===== config.mk =====
export PLATFORM = sky130hd
export DESIGN_NAME = rgb_to_yuv420_converter
export DESIGN_NICKNAME = d
export VERILOG_FILES = /design/src/hw/rtl/ryc_pkg.sv /design/src/hw/rtl/rgb_to_yuv420_converter.sv /design/src/hw/rtl/ryc_csc.sv
export VERILOG_INCLUDE_DIRS = /design/src /design/src/hw/rtl
export SDC_FILE = /design/constraint.sdc
export NUM_CORES = 1
export LEC_CHECK = 0
export ABC_AREA = 1
export BUFFER_PORTS_ARGS = -buffer_cell sky130_fd_sc_hd__buf_2
export CELL_PAD_IN_SITES_DETAIL_PLACEMENT = 1
export CELL_PAD_IN_SITES_GLOBAL_PLACEMENT = 1
export CORE_MARGIN = 2
export CORE_UTILIZATION = 29
export DETAILED_ROUTE_END_ITERATION = 12
export PLACE_DENSITY = 0.63
export SYNTH_ARGS = -nofsm -noshare
export SYNTH_HDL_FRONTEND = slang
export SYNTH_HIERARCHICAL = 1
export SYNTH_SLANG_ARGS = --single-unit
export TNS_END_PERCENT = 5

===== constraint.sdc =====
create_clock -name clk -period 8.2 [get_ports clk]
set_input_delay 0.41 -clock clk [delete_from_list [all_inputs] [get_ports clk]]
set_output_delay 0.41 -clock clk [all_outputs]
set_load 0.01 [all_outputs]

===== src/hw/rtl/rgb_to_yuv420_converter_assert.svh =====
// Assertion macros used by the converter top level.
`ifndef RGB_TO_YUV420_CONVERTER_ASSERT_SVH
`define RGB_TO_YUV420_CONVERTER_ASSERT_SVH

// Same-cycle implication, checked outside reset.
`define RYC_ASSERT_NOW(lbl, ante, cons, msg) \
  lbl: assert property (@(posedge clk) disable iff (!rst_n) (ante) |-> (cons)) else $error(msg);

// Next-cycle implication, checked outside reset.
`define RYC_ASSERT_NEXT(lbl, ante, cons, msg) \
  lbl: assert property (@(posedge clk) disable iff (!rst_n) (ante) |=> (cons)) else $error(msg);

`endif


===== src/hw/rtl/ryc_pkg.sv =====
// Types and fixed-point constants for the RGB to YUV 4:2:0 converter.
package ryc_pkg;

  localparam int unsigned PIX_W    = 8;
  localparam int unsigned CFG_W    = 13;
  localparam int unsigned CFG_IDX_W = 4;
  localparam int unsigned FRAC     = 16;
  localparam int unsigned SUMW     = 27;
  localparam int unsigned COEF_W   = 18;

  // register indexes on the config port
  localparam logic [CFG_IDX_W-1:0] REG_FRAME_WIDTH  = 4'd0;
  localparam logic [CFG_IDX_W-1:0] REG_FRAME_HEIGHT = 4'd1;

  localparam logic [CFG_W-1:0] FRAME_WIDTH_RST  = 13'd384;
  localparam logic [CFG_W-1:0] FRAME_HEIGHT_RST = 13'd216;

  // Q16 coefficients, rounded half away from zero
  localparam logic signed [COEF_W-1:0] Y_R_C  = 18'sd19595;
  localparam logic signed [COEF_W-1:0] Y_G_C  = 18'sd38470;
  localparam logic signed [COEF_W-1:0] Y_B_C  = 18'sd7471;
  localparam logic signed [COEF_W-1:0] CB_R_C = -18'sd11076;
  localparam logic signed [COEF_W-1:0] CB_G_C = -18'sd21692;
  localparam logic signed [COEF_W-1:0] CB_B_C = 18'sd29426;
  localparam logic signed [COEF_W-1:0] CR_R_C = 18'sd32702;
  localparam logic signed [COEF_W-1:0] CR_G_C = -18'sd27394;
  localparam logic signed [COEF_W-1:0] CR_B_C = -18'sd5328;

  // 128 << 16
  localparam logic signed [SUMW-1:0] CHROMA_OFS = 27'sd8388608;

  typedef struct packed {
    logic [PIX_W-1:0] red;
    logic [PIX_W-1:0] green;
    logic [PIX_W-1:0] blue;
  } pix_t;

  typedef struct packed {
    logic [PIX_W-1:0] luma;
    logic [PIX_W-1:0] chroma_blue;
    logic [PIX_W-1:0] chroma_red;
  } yuv_t;

  typedef struct packed {
    logic chroma;
    logic frame_end;
  } flag_t;

endpackage


===== src/hw/rtl/rgb_to_yuv420_converter.sv =====
// Top level of the RGB24 to YUV 4:2:0 pixel converter (BT.601-style, point subsampled).
// Registers: input register, then result register, with the combinational Q16 matrix of
// ryc_csc between them. One pixel per cycle unless out_ready holds the result register.
// Reset: pipeline empties, row/column counters go to zero, frame size returns to
// 384 x 216 (limited to MAX_DIM). No clearing pass; the block is ready right after reset.
`include "rgb_to_yuv420_converter_assert.svh"

module rgb_to_yuv420_converter
  import ryc_pkg::*;
#(
  parameter int unsigned MAX_DIM = 4096
) (
  input  logic                 clk,
  input  logic                 rst_n,

  input  logic                 in_valid,
  output logic                 in_ready,
  input  logic [PIX_W-1:0]     in_red,
  input  logic [PIX_W-1:0]     in_green,
  input  logic [PIX_W-1:0]     in_blue,

  output logic                 out_valid,
  input  logic                 out_ready,
  output logic [PIX_W-1:0]     out_luma,
  output logic [PIX_W-1:0]     out_chroma_blue,
  output logic [PIX_W-1:0]     out_chroma_red,
  output logic                 out_chroma_valid,
  output logic                 out_frame_end,

  input  logic                 cfg_valid,
  output logic                 cfg_ready,
  input  logic [CFG_IDX_W-1:0] cfg_index,
  input  logic [CFG_W-1:0]     cfg_data
);

  // Counter holds a position below MAX_DIM; limits go up to MAX_DIM itself.
  localparam int unsigned CW = $clog2(MAX_DIM);
  localparam int unsigned LW = $clog2(MAX_DIM + 1);
  // Width for comparing a raw register value against MAX_DIM.
  localparam int unsigned EW = (LW > CFG_W) ? LW : CFG_W;

  localparam int unsigned WID_RST_I =
      (int'(FRAME_WIDTH_RST) > MAX_DIM) ? MAX_DIM : int'(FRAME_WIDTH_RST);
  localparam int unsigned HGT_RST_I =
      (int'(FRAME_HEIGHT_RST) > MAX_DIM) ? MAX_DIM : int'(FRAME_HEIGHT_RST);
  localparam logic [LW-1:0] WID_LIM_RST = LW'(WID_RST_I);
  localparam logic [LW-1:0] HGT_LIM_RST = LW'(HGT_RST_I);

  // ------------------------------------------------------------------
  // Frame size. Stored already limited: zero reads as one, anything
  // above MAX_DIM as MAX_DIM.
  // ------------------------------------------------------------------
  logic [LW-1:0] wid_lim_r, wid_lim_nxt;
  logic [LW-1:0] hgt_lim_r, hgt_lim_nxt;
  logic [LW-1:0] cfg_lim;
  logic          cfg_fire;

  assign cfg_ready = 1'b1;
  assign cfg_fire  = cfg_valid && cfg_ready;

  always_comb begin
    if (cfg_data == '0) begin
      cfg_lim = LW'(1);
    end else if (EW'(cfg_data) > EW'(MAX_DIM)) begin
      cfg_lim = LW'(MAX_DIM);
    end else begin
      cfg_lim = LW'(cfg_data);
    end

    wid_lim_nxt = wid_lim_r;
    hgt_lim_nxt = hgt_lim_r;
    if (cfg_fire) begin
      case (cfg_index)
        REG_FRAME_WIDTH:  wid_lim_nxt = cfg_lim;
        REG_FRAME_HEIGHT: hgt_lim_nxt = cfg_lim;
        default: ;  // unmapped index, write dropped
      endcase
    end
  end

  // ------------------------------------------------------------------
  // Pipeline handshake. Stage 1 is the input register, stage 2 the
  // result register; each advances when the stage after it has room.
  // ------------------------------------------------------------------
  logic s1_vld_r, out_vld_r;
  logic s1_adv, s2_adv, in_fire;

  assign s2_adv   = !out_vld_r || out_ready;
  assign s1_adv   = !s1_vld_r || s2_adv;
  assign in_ready = s1_adv;
  assign in_fire  = in_valid && in_ready;

  // ------------------------------------------------------------------
  // Raster position of the next pixel. Parity picks the chroma sites;
  // a counter at or past its limit (after a size change) wraps next.
  // ------------------------------------------------------------------
  logic [CW-1:0] col_r, col_nxt;
  logic [CW-1:0] row_r, row_nxt;
  logic          col_last, row_last;
  flag_t         flag_nxt;

  always_comb begin
    col_last = (LW'(col_r) + LW'(1)) >= wid_lim_r;
    row_last = (LW'(row_r) + LW'(1)) >= hgt_lim_r;

    flag_nxt.chroma    = !col_r[0] && !row_r[0];
    flag_nxt.frame_end = col_last && row_last;

    col_nxt = col_r;
    row_nxt = row_r;
    if (in_fire) begin
      if (col_last) begin
        col_nxt = '0;
        row_nxt = row_last ? '0 : row_r + CW'(1);
      end else begin
        col_nxt = col_r + CW'(1);
      end
    end
  end

  // ------------------------------------------------------------------
  // Control registers
  // ------------------------------------------------------------------
  always_ff @(posedge clk) begin
    if (!rst_n) begin
      s1_vld_r  <= 1'b0;
      out_vld_r <= 1'b0;
      col_r     <= '0;
      row_r     <= '0;
      wid_lim_r <= WID_LIM_RST;
      hgt_lim_r <= HGT_LIM_RST;
    end else begin
      if (s1_adv) begin
        s1_vld_r <= in_valid;
      end
      if (s2_adv) begin
        out_vld_r <= s1_vld_r;
      end
      col_r     <= col_nxt;
      row_r     <= row_nxt;
      wid_lim_r <= wid_lim_nxt;
      hgt_lim_r <= hgt_lim_nxt;
    end
  end

  // ------------------------------------------------------------------
  // Datapath: input register -> matrix -> result register
  // ------------------------------------------------------------------
  pix_t  pix_r;
  flag_t flag_r;
  yuv_t  yuv_c, yuv_r;
  flag_t out_flag_r;

  ryc_csc u_csc (
    .pix       (pix_r),
    .chroma_en (flag_r.chroma),
    .yuv       (yuv_c)
  );

  always_ff @(posedge clk) begin
    if (in_fire) begin
      pix_r  <= '{red: in_red, green: in_green, blue: in_blue};
      flag_r <= flag_nxt;
    end
    if (s2_adv && s1_vld_r) begin
      yuv_r      <= yuv_c;
      out_flag_r <= flag_r;
    end
  end

  assign out_valid        = out_vld_r;
  assign out_luma         = yuv_r.luma;
  assign out_chroma_blue  = yuv_r.chroma_blue;
  assign out_chroma_red   = yuv_r.chroma_red;
  assign out_chroma_valid = out_flag_r.chroma;
  assign out_frame_end    = out_flag_r.frame_end;

  // ------------------------------------------------------------------
  // Assertions
  // ------------------------------------------------------------------
  `RYC_ASSERT_NOW(a_no_chroma_off_grid, out_vld_r && !out_flag_r.chroma,
    out_chroma_blue == '0 && out_chroma_red == '0, "chroma on a non-chroma pixel")
  `RYC_ASSERT_NEXT(a_frame_wrap, in_fire && flag_nxt.frame_end,
    col_r == '0 && row_r == '0, "counters not cleared after frame end")
  `RYC_ASSERT_NEXT(a_col_step, in_fire && !col_last,
    col_r == $past(col_r) + CW'(1) && row_r == $past(row_r), "column step broken")

endmodule


===== src/hw/rtl/ryc_csc.sv =====
// Color space matrix: Q16 weighted sums with clamp to 0..255.
module ryc_csc
  import ryc_pkg::*;
(
  input  pix_t pix,
  input  logic chroma_en,
  output yuv_t yuv
);

  function automatic logic [PIX_W-1:0] sat8(input logic signed [SUMW-1:0] s);
    logic [PIX_W-1:0] q;
    if (s[SUMW-1]) begin
      q = '0;
    end else if (|s[SUMW-2:FRAC+PIX_W]) begin
      q = '1;
    end else begin
      q = s[FRAC+PIX_W-1:FRAC];
    end
    return q;
  endfunction

  logic signed [SUMW-1:0] r_s, g_s, b_s;
  logic signed [SUMW-1:0] y_sum, cb_sum, cr_sum;

  always_comb begin
    r_s = SUMW'($signed({1'b0, pix.red}));
    g_s = SUMW'($signed({1'b0, pix.green}));
    b_s = SUMW'($signed({1'b0, pix.blue}));

    y_sum  = SUMW'(Y_R_C) * r_s + SUMW'(Y_G_C) * g_s + SUMW'(Y_B_C) * b_s;
    cb_sum = SUMW'(CB_R_C) * r_s + SUMW'(CB_G_C) * g_s + SUMW'(CB_B_C) * b_s
           + CHROMA_OFS;
    cr_sum = SUMW'(CR_R_C) * r_s + SUMW'(CR_G_C) * g_s + SUMW'(CR_B_C) * b_s
           + CHROMA_OFS;

    yuv.luma        = sat8(y_sum);
    // off-grid pixels carry zero chroma
    yuv.chroma_blue = chroma_en ? sat8(cb_sum) : '0;
    yuv.chroma_red  = chroma_en ? sat8(cr_sum) : '0;
  end

endmodule


==> results of run 1 <==
==> worst paths after layout <==
kind                             endpoint           startpoint
max          out_chroma_blue[1]$_DFFE_PP_  pix_r[22]$_DFFE_PP_
min                    pix_r[5]$_DFFE_PP_           in_blue[5]
max reg2reg  out_chroma_blue[1]$_DFFE_PP_  pix_r[22]$_DFFE_PP_
min reg2reg       out_frame_end$_DFFE_PP_  flag_r[0]$_DFFE_PP_
==> per-layer routing <==
| metal | wire length (um) | part of all wire |
|---|---|---|
| met5 | 0 | 0 |
| met4 | 2180 | 0.024 |
| met3 | 1590 | 0.018 |
| met2 | 42800 | 0.48 |
| met1 | 42500 | 0.48 |
==> through the flow <==
stage,area (um^2),utilization,std cells,hold slack (ps)
floorplan,28100,-,3607,400
global placement,30200,0.314,4973,430
detailed placement,30200,0.314,4973,446
CTS,30500,0.317,4989,121
global route,30500,0.317,4989,137
finish,30500,0.317,4990,154
==> layout by cell type (no fill, tap or decap), drive strengths merged, types with 2 or more instances in the layout <==
| cell | count |
|---|---|
| xor2 | 120 |
| nand3 | 150 |
| nor4 | 9 |
| a21o | 24 |
| nor3b | 2 |
| ha | 548 |
| o31ai | 9 |
| clkbuf | 9 |
| a31oi | 17 |
| o21ai | 139 |
| nor2 | 250 |
| nor3 | 36 |
| xnor2 | 89 |
| a211oi | 6 |
| dfxtp | 52 |
| mux2i | 3 |
| or2 | 11 |
| buf | 104 |
| and2 | 4 |
| nand2 | 626 |
| a21boi | 6 |
| nand4 | 39 |
| a31o | 4 |
| o21bai | 20 |
| edfxtp | 52 |
| nand3b | 3 |
| a21oi | 281 |
| fa | 297 |
| o21a | 6 |
| o211ai | 7 |
| clkinv | 3 |
| inv | 777 |
==> worst max-delay path: cells and delay by family, from the launching register on <==
kind | cells | cell delay, ps
and+or+nand+nor | 19 | 1980
adders and majority gates | 7 | 2860
buffers and inverters | 7 | 610
AOI/OAI and AO/OA | 4 | 810
xor gates and xnor gates | 3 | 490
DFF | 1 | 390
==> layout make-up <==
cell class	instances	area, um^2	area share
multi-input combinational	2716	22500	0.737
inverter	773	2900	0.0951
sequential	104	2600	0.0853
tap	1276	1600	0.0523
timing repair buffer	104	598	0.0196
clock buffer	9	225	0.00738
clock inverter	7	91.3	0.00299
antenna	1	2.50	0.0000820
==> sequential cells by signal (all words and copies together) (netlist names) <==
signal and flops:
col_r 12, flag_r 2, hgt_lim_r 13, out_chroma_blue 8, out_chroma_red 8, out_chroma_valid 1, out_frame_end 1, out_luma 8
out_valid 1, pix_r 24, row_r 12, s1_vld_r 1, wid_lim_r 13
==> cells by family after synthesis <==
| kind of cell | count (synthesis) | share of synthesized area |
|---|---|---|
| XOR/XNOR | 209 | 0.0662 |
| adder cells (fa/ha/maj) | 845 | 0.456 |
| buffers and inverters | 787 | 0.106 |
| multiplexers | 3 | 0.00107 |
| AO/OA/AOI/OAI | 526 | 0.104 |
| other | 1 | 0.000134 |
| AND/OR/NAND/NOR | 1132 | 0.173 |
| flip-flops | 104 | 0.0927 |
==> results.cfg, run 1 <==
[synth]
ys_seq_area_frac = 0.0927
ys_async_sr_fraction = 0
synth_fp_nets = 4498
ys_types = 64
yosys.area.top_type_share = 0.244
avgSynthCellArea_um2 = 7.78
synth.most_common_cell = inv_1
synth_edf_count = 52
synth-seq-cells = 104
synthTopCellsByCount = inv_1, nand2_1, ha_1, fa_1, a21oi_1
yosysTopAreaCell = ha_1
synthCells = 3607
synth_warnings = 6
synth_area_leaders = ha_1, fa_1, inv_1
synthFlopType = edfxtp_1
syn_area_um2 = 28100

[sta]
setup_viol = 0
slew_headroom = 0.467
worst_pin_slew_ps = 800
skew_ps = 32.1
worst_slack_ps = 829
rsz0062_at_grt = false
finalHoldViolCount = 0
min_period_ps = 7370
tns_ps = 0
drv_slew = 0
fin_crit_sh = 0.899
fmax_ghz = 0.136

[cts]
clock-sinks = 104
cts_tree = built
root_buffer = clkbuf_16
cts_hold_buf = 0
cts.clk_slew.worst_paths_ps = 110
cts_max_path_buffers = 2
insertion_delay_ps = 430
htreeDepth = 3
cts_buffers = 9
ctsResizeCount = 0
post_cts_buffers = 0

[global_route]
grt_use_total = 0.183
use_met2 = 0.321
grt_util_met1 = 0.242
top_usage_layer = met2
grt_pass1_wl_mm = 142
use_met3 = 0.0161
antenna_found_initial = 2
grt_overflow = 0
grt_max_degree = 43
grt_pass1_vias = 25400

[critical_path]
rrSetupSlack_ps = 830
rr_worst_depth = 40
max_stage_delay_ps = 570
crit_path_end_kind = flip-flop
slowest_stage = ha_1
cp_data_arrival_time_ps = 7560
critPathKind = flip-flop to flip-flop
crit_fanout = 11
critPathRequiredTime_ps = 8380
start_kind = flip-flop

[routing]
drc = 0
vias = 23500
first_iter_violations = 802
vias_per_cell = 4.70
antenna_left = 0
avgRoutedWirePerCell_um = 17.9
dr.pass1.iters = 4
routed_wl_mm = 89.1

[cells_and_area]
nFillCells = 11800
area_delta_synth_final_pct = 8.71
drive_gt1_frac = 0.0533
nets = 4599

[floorplanning]
io_pins = 75
initial_core_util = 0.291
die_x_um = 315
coreArea_um2 = 96300
die_area_um2 = 99300
fp.dieH_um = 315
num_rows = 114

[place]
gp_congestion = 0.892
portBuffers = 73
hpwlAfterDp_mm = 79.2
place_ws_ps = 822

[worst_hold_path]
hold_depth = 1
min_path_type = primary input to flip-flop

[outcome]
status = finished clean

[run]
drv_cap = 0
Power of run 1 is left out: the tool's default activity adds up to more than one toggle a clock period on the data nets, which glitch-free logic cannot reach.
==> inputs of run 2 (changes only) <==
--- a/config.mk
+++ b/config.mk
@@ -7,7 +7,7 @@
 export NUM_CORES = 1
 export LEC_CHECK = 0
 export ABC_AREA = 1
-export BUFFER_PORTS_ARGS = -buffer_cell sky130_fd_sc_hd__buf_2
+export BUFFER_PORTS_ARGS = -buffer_cell sky130_fd_sc_hd__clkbuf_2
 export CELL_PAD_IN_SITES_DETAIL_PLACEMENT = 1
 export CELL_PAD_IN_SITES_GLOBAL_PLACEMENT = 1
 export CORE_MARGIN = 2
==> results.cfg, run 2 (synthesis results as in run 1) <==
[outcome]
status = finished clean

[critical_path]
slowest_stage = fa_1
crit_fanout = 8
path_buf_inv = 5
cp_data_arrival_time_ps = 7630
max_stage_delay_ps = 740
crit_path_end_kind = flip-flop
critPathRequiredTime_ps = 8380
start_kind = flip-flop
critPathKind = flip-flop to flip-flop
path_delay_family = adder cells

[cells_and_area]
nets = 4598
area_delta_synth_final_pct = 8.67
final_common_cell = inv_1
top_register = pix_r
largest_register_ffs = 24
fin_util = 0.317
drive_gt1_frac = 0.0531
num_antenna_cells = 0
final_cell_mix = inv_1, nand2_1, ha_1
top_regs = pix_r (24), hgt_lim_r (13), wid_lim_r (13)

[global_route]
grt_util_met1 = 0.245
top_usage_layer = met2
grt_max_degree = 43
use_met3 = 0.0152
antenna_found_initial = 1
grt_use_total = 0.185
grt_overflow = 0
grt_pass1_vias = 25700
use_met2 = 0.329
grt_pass1_wl_mm = 143

[sta]
fin_crit_sh = 0.909
worst_slack_ps = 744
finalHoldViolCount = 0
rsz0062_at_grt = false
tns_ps = 0
drv_slew = 0
min_period_ps = 7460
fmax_ghz = 0.134
worst_pin_slew_ps = 1080
slew_headroom = 0.277
setup_viol = 0
skew_ps = 29.6

[routing]
dr.pass1.iters = 5
vias = 23300
antenna_left = 0
vias_per_cell = 4.68
drc = 0
routed_wl_mm = 89.3
first_iter_violations = 847
avgRoutedWirePerCell_um = 17.9

[place]
place_ws_ps = 734
hpwlAfterDp_mm = 79.6
portBuffers = 73
gp_congestion = 0.900

[run]
drv_cap = 0

[cts]
cts_max_path_buffers = 2
htreeDepth = 3
clock-sinks = 104
ctsResizeCount = 0
cts_tree = built
root_buffer = clkbuf_16
post_cts_buffers = 0
cts.clk_slew.worst_paths_ps = 120
cts_buffers = 9
cts_hold_buf = 0
insertion_delay_ps = 430

[floorplanning]
num_rows = 114
coreArea_um2 = 96300
io_pins = 75
die_area_um2 = 99300
fp.dieH_um = 315
die_x_um = 315
initial_core_util = 0.291

[worst_hold_path]
min_path_type = primary input to flip-flop
==> run 2: changes by cell type in the layout (fill, tap and decap cells not counted) <==
cell	change
diode_2	-1
buf_2	-73
inv_6	-1
inv_8	+2
clkbuf_2	+73
clkinv_8	-1
buf_4	-1
==> run 2: worst register-to-register path: cells and delay by family, from the launching register on <==
kind                     cells  cell delay (ps)
adder cells (fa/ha/maj)      7             3700
flip-flops                   1              440
AND/OR/NAND/NOR             11             1620
buffers and inverters        5              480
XOR/XNOR                     1              250
AO/OA/AOI/OAI                3              710
==> run 2: final timing paths <==
check,start,endpoint,slack [ps],cells past startpoint
setup / recovery,pix_r[21]$_DFFE_PP_,out_chroma_red[7]$_DFFE_PP_,740,27
hold / removal,in_red[1],pix_r[17]$_DFFE_PP_,150,1
setup reg to reg,pix_r[21]$_DFFE_PP_,out_chroma_red[7]$_DFFE_PP_,740,27
hold reg to reg,flag_r[0]$_DFFE_PP_,out_frame_end$_DFFE_PP_,470,0
==> run 2: per-stage QoR <==
| step | hold WS (ps) | instance area, um^2 | cells |
|---|---|---|---|
| after CTS | 122 | 30500 | 4988 |
| after global routing | 136 | 30500 | 4988 |
| after global placement | 443 | 30200 | 4972 |
| final | 148 | 30500 | 4988 |
| after floorplan | 400 | 28100 | 3607 |
| after detailed placement | 434 | 30200 | 4972 |
==> run 2: cell type report <==
| class | instances | area (um^2) |
|---|---|---|
| Clock buffer | 9 | 225 |
| Timing Repair Buffer | 103 | 591 |
| Multi-Input combinational cell | 2716 | 22500 |
| Sequential cell | 104 | 2600 |
| Inverter | 773 | 2900 |
| Tap cell | 1276 | 1600 |
| Fill cell | 11800 | 65800 |
| Clock inverter | 7 | 88.8 |
==> run 2: per-layer routing <==
layer	vias to the layer above	routed length, um	part of all wire
met1	11300	42800	0.48
met5	-	0	0
met3	44	1500	0.017
li1	11800	-	-
met4	0	1520	0.017
met2	192	43500	0.49
Power of run 2 is left out for the same reason.
